==> src/hdl/i2r_pkg.sv <==
// shared types, symbol codes and digit spelling tables for the roman numeral converter
// no dependencies
package i2r_pkg;

	localparam int unsigned ValueWidth = 12;
	localparam int unsigned SymWidth = 7;
	localparam logic [ValueWidth-1:0] MaxValue = 12'd3999;

	typedef logic [ValueWidth-1:0] value_t;
	typedef logic [SymWidth-1:0] sym_t;
	typedef logic [3:0] nibble_t;
	// index 3 is thousands, index 0 is units
	typedef logic [3:0][3:0] digits_t;

	typedef enum logic [1:0] {
		SLOT_NONE,
		SLOT_ONE,
		SLOT_FIVE,
		SLOT_TEN
	} slot_t;

	typedef struct packed {
		logic start;
		logic err;
		digits_t digits;
	} emit_cmd_t;

	localparam sym_t SymI = 7'h49;
	localparam sym_t SymV = 7'h56;
	localparam sym_t SymX = 7'h58;
	localparam sym_t SymL = 7'h4C;
	localparam sym_t SymC = 7'h43;
	localparam sym_t SymD = 7'h44;
	localparam sym_t SymM = 7'h4D;
	localparam sym_t SymNone = 7'h00;

	function automatic logic [2:0] digit_len(input nibble_t dg);
		logic [2:0] len;
		unique case (dg)
			4'd1, 4'd5: len = 3'd1;
			4'd2, 4'd4, 4'd6, 4'd9: len = 3'd2;
			4'd3, 4'd7: len = 3'd3;
			4'd8: len = 3'd4;
			default: len = 3'd0;
		endcase
		return len;
	endfunction

	function automatic slot_t digit_slot(input nibble_t dg, input logic [1:0] idx);
		slot_t slot;
		unique case (dg)
			4'd4: slot = (idx == 2'd0) ? SLOT_ONE : SLOT_FIVE;
			4'd9: slot = (idx == 2'd0) ? SLOT_ONE : SLOT_TEN;
			4'd5, 4'd6, 4'd7, 4'd8: slot = (idx == 2'd0) ? SLOT_FIVE : SLOT_ONE;
			4'd1, 4'd2, 4'd3: slot = SLOT_ONE;
			default: slot = SLOT_NONE;
		endcase
		return slot;
	endfunction

	function automatic sym_t decade_sym(input logic [1:0] pos, input slot_t slot);
		sym_t s;
		s = SymNone;
		unique case (pos)
			2'd3: s = (slot == SLOT_ONE) ? SymM : SymNone;
			2'd2: begin
				case (slot)
					SLOT_ONE: s = SymC;
					SLOT_FIVE: s = SymD;
					SLOT_TEN: s = SymM;
					default: s = SymNone;
				endcase
			end
			2'd1: begin
				case (slot)
					SLOT_ONE: s = SymX;
					SLOT_FIVE: s = SymL;
					SLOT_TEN: s = SymC;
					default: s = SymNone;
				endcase
			end
			default: begin
				case (slot)
					SLOT_ONE: s = SymI;
					SLOT_FIVE: s = SymV;
					SLOT_TEN: s = SymX;
					default: s = SymNone;
				endcase
			end
		endcase
		return s;
	endfunction

endpackage

==> src/hdl/i2r_bcd.sv <==
// iterative binary to decimal converter, one shift and add-3 step per cycle
// depends on i2r_pkg
module i2r_bcd
	import i2r_pkg::*;
(
	input  logic    clk,
	input  logic    arst_n,
	input  logic    start,
	input  value_t  value,
	output logic    done,
	output digits_t digits
);

	localparam int unsigned CntWidth = $clog2(ValueWidth);
	localparam logic [CntWidth-1:0] LastStep = CntWidth'(ValueWidth - 1);

	value_t              bin_q;
	logic [15:0]         bcd_q;
	logic [CntWidth-1:0] cnt_q;
	logic                busy_q;
	logic                done_q;
	logic [15:0]         adj;

	always_comb begin
		for (int k = 0; k < 4; k++) begin
			adj[k*4 +: 4] = (bcd_q[k*4 +: 4] >= 4'd5) ? bcd_q[k*4 +: 4] + 4'd3
				: bcd_q[k*4 +: 4];
		end
	end

	always_ff @(posedge clk or negedge arst_n) begin
		if (!arst_n) begin
			busy_q <= 1'b0;
			done_q <= 1'b0;
			cnt_q <= '0;
		end else begin
			done_q <= 1'b0;
			if (start) begin
				busy_q <= 1'b1;
				cnt_q <= '0;
			end else if (busy_q) begin
				cnt_q <= cnt_q + 1'b1;
				if (cnt_q == LastStep) begin
					busy_q <= 1'b0;
					done_q <= 1'b1;
				end
			end
		end
	end

	always_ff @(posedge clk) begin
		if (start) begin
			bin_q <= value;
			bcd_q <= '0;
		end else if (busy_q) begin
			bcd_q <= {adj[14:0], bin_q[ValueWidth-1]};
			bin_q <= {bin_q[ValueWidth-2:0], 1'b0};
		end
	end

	assign done = done_q;
	assign digits = bcd_q;

endmodule

==> src/hdl/i2r_emit.sv <==
// character sequencer: spells the decimal digits in turn, one symbol per unstalled cycle
// depends on i2r_pkg
module i2r_emit
	import i2r_pkg::*;
(
	input  logic      clk,
	input  logic      arst_n,
	input  emit_cmd_t cmd,
	output logic      busy,
	output logic      out_valid,
	input  logic      out_stall,
	output sym_t      symbol,
	output logic      last,
	output logic      out_of_range
);

	typedef enum logic [1:0] {
		ST_IDLE,
		ST_RUN,
		ST_ERR
	} state_t;

	state_t     state_q;
	digits_t    digits_q;
	logic [1:0] pos_q;
	logic [1:0] idx_q;
	logic       out_valid_q;
	sym_t       symbol_q;
	logic       last_q;
	logic       oor_q;

	nibble_t    dg;
	logic [2:0] len;
	logic       end_of_digit;
	logic       rest_zero;
	logic       can_load;
	logic       char_load;

	assign dg = digits_q[pos_q];
	assign len = digit_len(dg);
	assign end_of_digit = ({1'b0, idx_q} == len - 3'd1);
	assign can_load = !out_valid_q || !out_stall;
	assign char_load = can_load && ((state_q == ST_ERR) || (state_q == ST_RUN && len != 3'd0));

	always_comb begin
		rest_zero = 1'b1;
		for (int k = 0; k < 4; k++) begin
			if ((2'(k) < pos_q) && (digits_q[k] != 4'd0)) begin
				rest_zero = 1'b0;
			end
		end
	end

	always_ff @(posedge clk or negedge arst_n) begin
		if (!arst_n) begin
			state_q <= ST_IDLE;
			out_valid_q <= 1'b0;
			pos_q <= 2'd3;
			idx_q <= 2'd0;
		end else begin
			out_valid_q <= char_load || (out_valid_q && out_stall);
			unique case (state_q)
				ST_IDLE: begin
					if (cmd.start) begin
						state_q <= cmd.err ? ST_ERR : ST_RUN;
						pos_q <= 2'd3;
						idx_q <= 2'd0;
					end
				end
				ST_ERR: begin
					if (can_load) begin
						state_q <= ST_IDLE;
					end
				end
				ST_RUN: begin
					if (len == 3'd0) begin
						if (pos_q == 2'd0) begin
							state_q <= ST_IDLE;
						end else begin
							pos_q <= pos_q - 2'd1;
						end
					end else if (can_load) begin
						if (end_of_digit) begin
							idx_q <= 2'd0;
							if (pos_q == 2'd0) begin
								state_q <= ST_IDLE;
							end else begin
								pos_q <= pos_q - 2'd1;
							end
						end else begin
							idx_q <= idx_q + 2'd1;
						end
					end
				end
				default: state_q <= ST_IDLE;
			endcase
		end
	end

	always_ff @(posedge clk) begin
		if (state_q == ST_IDLE && cmd.start) begin
			digits_q <= cmd.digits;
		end
		if (state_q == ST_ERR && can_load) begin
			symbol_q <= SymNone;
			last_q <= 1'b1;
			oor_q <= 1'b1;
		end else if (state_q == ST_RUN && len != 3'd0 && can_load) begin
			symbol_q <= decade_sym(pos_q, digit_slot(dg, idx_q));
			last_q <= end_of_digit && rest_zero;
			oor_q <= 1'b0;
		end
	end

	assign busy = (state_q != ST_IDLE);
	assign out_valid = out_valid_q;
	assign symbol = symbol_q;
	assign last = last_q;
	assign out_of_range = oor_q;

endmodule

==> src/hdl/integer_to_roman_numeral.sv <==
// top level of the integer to roman numeral converter
// depends on i2r_pkg, i2r_bcd and i2r_emit
//
// One value is taken at a time; in_stall stays high until the value's last character has
// been placed in the output register. A value from 1 to 3999 first runs through the
// shared shift and add-3 step that splits it into decimal digits, then the sequencer puts
// out one character per cycle while the output is not stalled and steps over each zero
// digit without putting out a character. Zero produces no transfer. A value above 3999
// skips the conversion and gives a single transfer with out_of_range and last set and
// symbol zero. Output stall stretches the character phase.
module integer_to_roman_numeral
	import i2r_pkg::*;
(
	input  logic   clk,
	input  logic   arst_n,
	input  logic   in_valid,
	output logic   in_stall,
	input  value_t value,
	output logic   out_valid,
	input  logic   out_stall,
	output sym_t   symbol,
	output logic   last,
	output logic   out_of_range
);

	typedef enum logic [1:0] {
		ST_IDLE,
		ST_CONV,
		ST_EMIT
	} state_t;

	state_t    state_q;
	logic      accept;
	logic      too_big;
	logic      bcd_done;
	digits_t   bcd_digits;
	logic      emit_busy;
	emit_cmd_t cmd;

	assign in_stall = (state_q != ST_IDLE);
	assign accept = in_valid && !in_stall;
	assign too_big = (value > MaxValue);

	always_comb begin
		cmd.start = (accept && too_big) || bcd_done;
		cmd.err = accept && too_big;
		cmd.digits = bcd_digits;
	end

	always_ff @(posedge clk or negedge arst_n) begin
		if (!arst_n) begin
			state_q <= ST_IDLE;
		end else begin
			unique case (state_q)
				ST_IDLE: begin
					if (accept) begin
						state_q <= too_big ? ST_EMIT : ST_CONV;
					end
				end
				ST_CONV: begin
					if (bcd_done) begin
						state_q <= ST_EMIT;
					end
				end
				ST_EMIT: begin
					if (!emit_busy) begin
						state_q <= ST_IDLE;
					end
				end
				default: state_q <= ST_IDLE;
			endcase
		end
	end

	i2r_bcd u_bcd (
		.clk    (clk),
		.arst_n (arst_n),
		.start  (accept && !too_big),
		.value  (value),
		.done   (bcd_done),
		.digits (bcd_digits)
	);

	i2r_emit u_emit (
		.clk          (clk),
		.arst_n       (arst_n),
		.cmd          (cmd),
		.busy         (emit_busy),
		.out_valid    (out_valid),
		.out_stall    (out_stall),
		.symbol       (symbol),
		.last         (last),
		.out_of_range (out_of_range)
	);

endmodule
==> config.mk <==
export PLATFORM = sky130hd
export DESIGN_NAME = integer_to_roman_numeral
export DESIGN_NICKNAME = d
export VERILOG_FILES = /design/src/hdl/i2r_pkg.sv /design/src/hdl/i2r_bcd.sv /design/src/hdl/i2r_emit.sv /design/src/hdl/integer_to_roman_numeral.sv
export SDC_FILE = /design/constraint.sdc
export NUM_CORES = 1
export LEC_CHECK = 0
export BUFFER_PORTS_ARGS = -buffer_cell sky130_fd_sc_hd__buf_2
export CAP_MARGIN = 20
export CORE_MARGIN = 2
export CORE_UTILIZATION = 64
export DETAILED_ROUTE_END_ITERATION = 16
export GPL_ROUTABILITY_DRIVEN = 0
export HOLD_SLACK_MARGIN = 0.15
export PLACE_DENSITY = 0.85
export SYNTH_ARGS = -nofsm -noshare
export SYNTH_HDL_FRONTEND = slang
export SYNTH_SLANG_ARGS = --single-unit
==> constraint.sdc <==
create_clock -name clk -period 8.4 [get_ports clk]
set_input_delay 1.26 -clock clk [delete_from_list [all_inputs] [get_ports clk]]
set_output_delay 1.26 -clock clk [all_outputs]
set_load 0.01 [all_outputs]
==> impl_metrics.py <==
metrics = {
    "grt": {
        "overflow": 0,
        "grt_pass1_wl_mm": 11.2,
        "antenna_found_initial": 0,
        "grt_max_degree": 30,
        "grt_use_total": 0.239,
        "grt_pass1_vias": 2477,
    },
    "critical_path": {
        "cp.arrival_ps": 3800,
        "timing.critical_path.fanout_max": 13,
        "endpoint_kind": "flip-flop",
        "start_kind": "flip-flop",
        "worstReg2RegEnd": "u_emit.symbol[0]",
        "reg2reg_slack_ps": 4870,
        "crit_type": "flip-flop to flip-flop",
        "rr_worst_depth": 11,
        "worstPathRequired_ps": 8660,
        "reg2reg_from": "u_emit.pos_q[0]",
    },
    "die": {
        "coreArea_mm2": 0.00520,
        "pin_count": 27,
        "start_util": 0.673,
        "dieArea_mm2": 0.00608,
        "die_h_um": 78.0,
        "die_w_um": 78.0,
        "num_rows": 26,
    },
    "clock_tree": {
        "postCtsSetupRepairBufs": 0,
        "post_cts_resized": 0,
        "clkTransAtPathRegs_ps": 70,
        "cts_root_buf": "clkbuf_8",
        "h-tree-depth": 3,
        "cts_made_buffers": 9,
        "cts_tree": "done",
        "postCtsHoldBufs": 0,
        "cts_sinks": 67,
        "cts_buffer_depth": 2,
        "clkLatencyLatePin_ps": 340,
    },
    "min_path": {
        "hold_path_end": "u_emit.out_of_range",
        "holdCritPathClass": "flip-flop to flip-flop",
        "hold_depth": 2,
        "hp-start": "u_emit.out_of_range",
    },
    "sta": {
        "fin_hold_ws_ps": 440,
        "setup_violations": 0,
        "finalCriticalPeriod_ps": 3530,
        "relSlewSlack": 0.423,
        "tns_ps": 0,
        "maxSlewViolCount": 0,
        "finalCritPeriodShare": 0.420,
        "finClkSkew_ps": 7.41,
        "worst_slew_pin_slew_ps": 865,
        "max_freq_mhz": 283,
        "rsz0062_at_grt": "no",
        "hold_viol": 0,
    },
    "layout": {
        "areaGrowthSynthToFinish_pct": 11.8,
        "drive_gt1_frac": 0.190,
        "final_nets": 394,
        "design_area_mm2": 0.00391,
        "finish.utilization": 0.752,
        "n_antenna_cell": 0,
    },
    "synth": {
        "ys_ff_latch": 67,
        "synth_top_cells_by_count": "32 x nor2_1, 28 x edfxtp_1, 24 x dfxtp_1",
        "synth_edf_count": 28,
        "ys_types": 61,
        "synth.cell_area_mm2": 0.00350,
        "synth_top_flop_cell": "edfxtp_1",
        "synth_fp_nets": 367,
        "yosysTopAreaCellShare": 0.240,
        "ys_top_cells_by_area": "edfxtp_1 24%, dfxtp_1 14%, dfrtp_1 9.3%",
        "yosysSeqAreaShare": 0.485,
        "synth-warning-count": 0,
        "synth.most_common_cell": "nor2_1",
        "yosysTopAreaCell": "edfxtp_1",
        "avgSynthCellArea_um2": 10.5,
        "synthCells": 332,
        "synth-async-reset-ratio": 0.224,
    },
    "detailed_routing": {
        "drt-pass1-iter-count": 4,
        "drt.antenna.violating_nets": 0,
        "drc": 0,
        "drtIter0Drc": 81,
        "vias": 2488,
        "wl_mm": 6.39,
        "via_per_inst": 5.73,
        "wl_per_cell_um": 14.7,
    },
    "place": {
        "dp_hpwl_mm": 4.51,
        "placed_area_mm2": 0.00368,
        "port_buffers": 25,
    },
    "pwr": {
        "irDropWorstVdd_mv": 0.196,
        "power.total_mw": 1.54,
        "power.density_mw_per_mm2": 394,
        "p_leak_nw": 1.65,
    },
    "status": {
        "status": "complete, no violations",
    },
    "run": {
        "maxCapViolCount": 0,
    },
}
layer usage:
layer | routed length (µm) | GRT usage
met1 | 2810 | 0.288
met2 | 3260 | 0.402
met3 | 227 | 0.0570
met4 | 88 | 0.119
met5 | 0 | 0
sequential cells by signal (all words and copies together) (netlist names):
register and flops:
u_bcd.digits 16, u_emit.digits_q 16, u_bcd.bin_q 12, u_emit.symbol 6, u_bcd.cnt_q 4, state_q 2, u_emit.idx_q 2, u_emit.pos_q 2
u_emit.state_q 2, u_bcd.busy_q 1, u_bcd.done 1, u_emit.last 1, u_emit.out_of_range 1, u_emit.out_valid 1
cell usage in the layout, fill, tap and decap left out, drive strengths merged, types with 2 or more instances in the layout:
| cell type | synthesis | layout |
|---|---|---|
| nor2 | 33 | 33 |
| edfxtp | 28 | 28 |
| buf | 5 | 27 |
| o21ai | 25 | 25 |
| dfxtp | 24 | 24 |
| nand2 | 23 | 23 |
| inv | 20 | 21 |
| ha | 19 | 19 |
| a21oi | 18 | 18 |
| clkbuf | 6 | 15 |
| mux2i | 13 | 13 |
| dfrtp | 13 | 13 |
| nand2b | 11 | 11 |
| mux2 | 10 | 10 |
| nor3 | 10 | 10 |
| nand3 | 7 | 7 |
| xnor2 | 6 | 6 |
| xor2 | 5 | 5 |
| a211oi | 5 | 5 |
| mux4 | 4 | 4 |
| a21o | 4 | 4 |
| nor4 | 3 | 3 |
| nor2b | 2 | 2 |
| o21a | 2 | 2 |
| nand4 | 2 | 2 |
| o31a | 2 | 2 |
| o31ai | 2 | 2 |
| o41ai | 2 | 2 |
| o221a | 2 | 2 |
| o22ai | 2 | 2 |
| dfstp | 2 | 2 |
| a22oi | 2 | 2 |
| or3b | 2 | 2 |
per-stage QoR:
stage          cells  worst slack [ps]
2_1_floorplan    332              5260
3_3_place_gp     418              4980
3_5_place_dp     418              4910
4_1_cts          434              4890
5_1_grt          434              4620
6_report         434              4870
worst max path at each step:
stage	from	to	slack (ps)	cells past startpoint
floorplan	u_emit.pos_q[0]	u_emit.symbol[2]	5260	12
global placement	u_emit.pos_q[0]	u_emit.symbol[0]	4980	11
detailed placement	u_emit.pos_q[0]	u_emit.symbol[0]	4910	11
CTS	u_emit.pos_q[0]	u_emit.symbol[0]	4890	11
global route	u_emit.pos_q[0]	u_emit.symbol[3]	4620	11
finish	u_emit.pos_q[0]	u_emit.symbol[0]	4870	11
cell type report:
class	count	area [µm²]
Clock buffer	15	229
Clock inverter	1	6.26
Fill cell	359	1290
Inverter	21	78.8
Multi-Input combinational cell	233	1670
Sequential cell	67	1700
Tap cell	70	87.6
Timing Repair Buffer	27	140
cell families (layout without fill, tap and decap cells):
kind of cell             count (synthesis)  after routing  synth area share
flip-flops                              67             67             0.485
AND/OR/NAND/NOR                         99             99             0.135
XOR/XNOR                                11             11            0.0275
other                                    1              1           0.00107
AO/OA/AOI/OAI                           76             76             0.150
buffers and inverters                   32             64            0.0379
multiplexers                            27             27            0.0950
adder cells (fa/ha/maj)                 19             19            0.0679
critical path: stages (launching register included):
cell	delay, ps
dfstp_2	640
mux4_2	630
nand2b_1	220
o32a_1	300
ha_1	190
ha_1	200
inv_1	70
nand2b_1	70
nor2_1	610
o21ai_2	110
a21o_1	190
a221oi_2	220
report_power, final:
group          switching [mW]  internal [mW]  total [mW]  leakage [nW]
sequential              0.101          0.483       0.583         0.660
combinational           0.366          0.297       0.663         0.864
clock                   0.121          0.176       0.297         0.123
total                   0.588          0.956        1.54          1.65
Power figures use the tool's default switching activity.
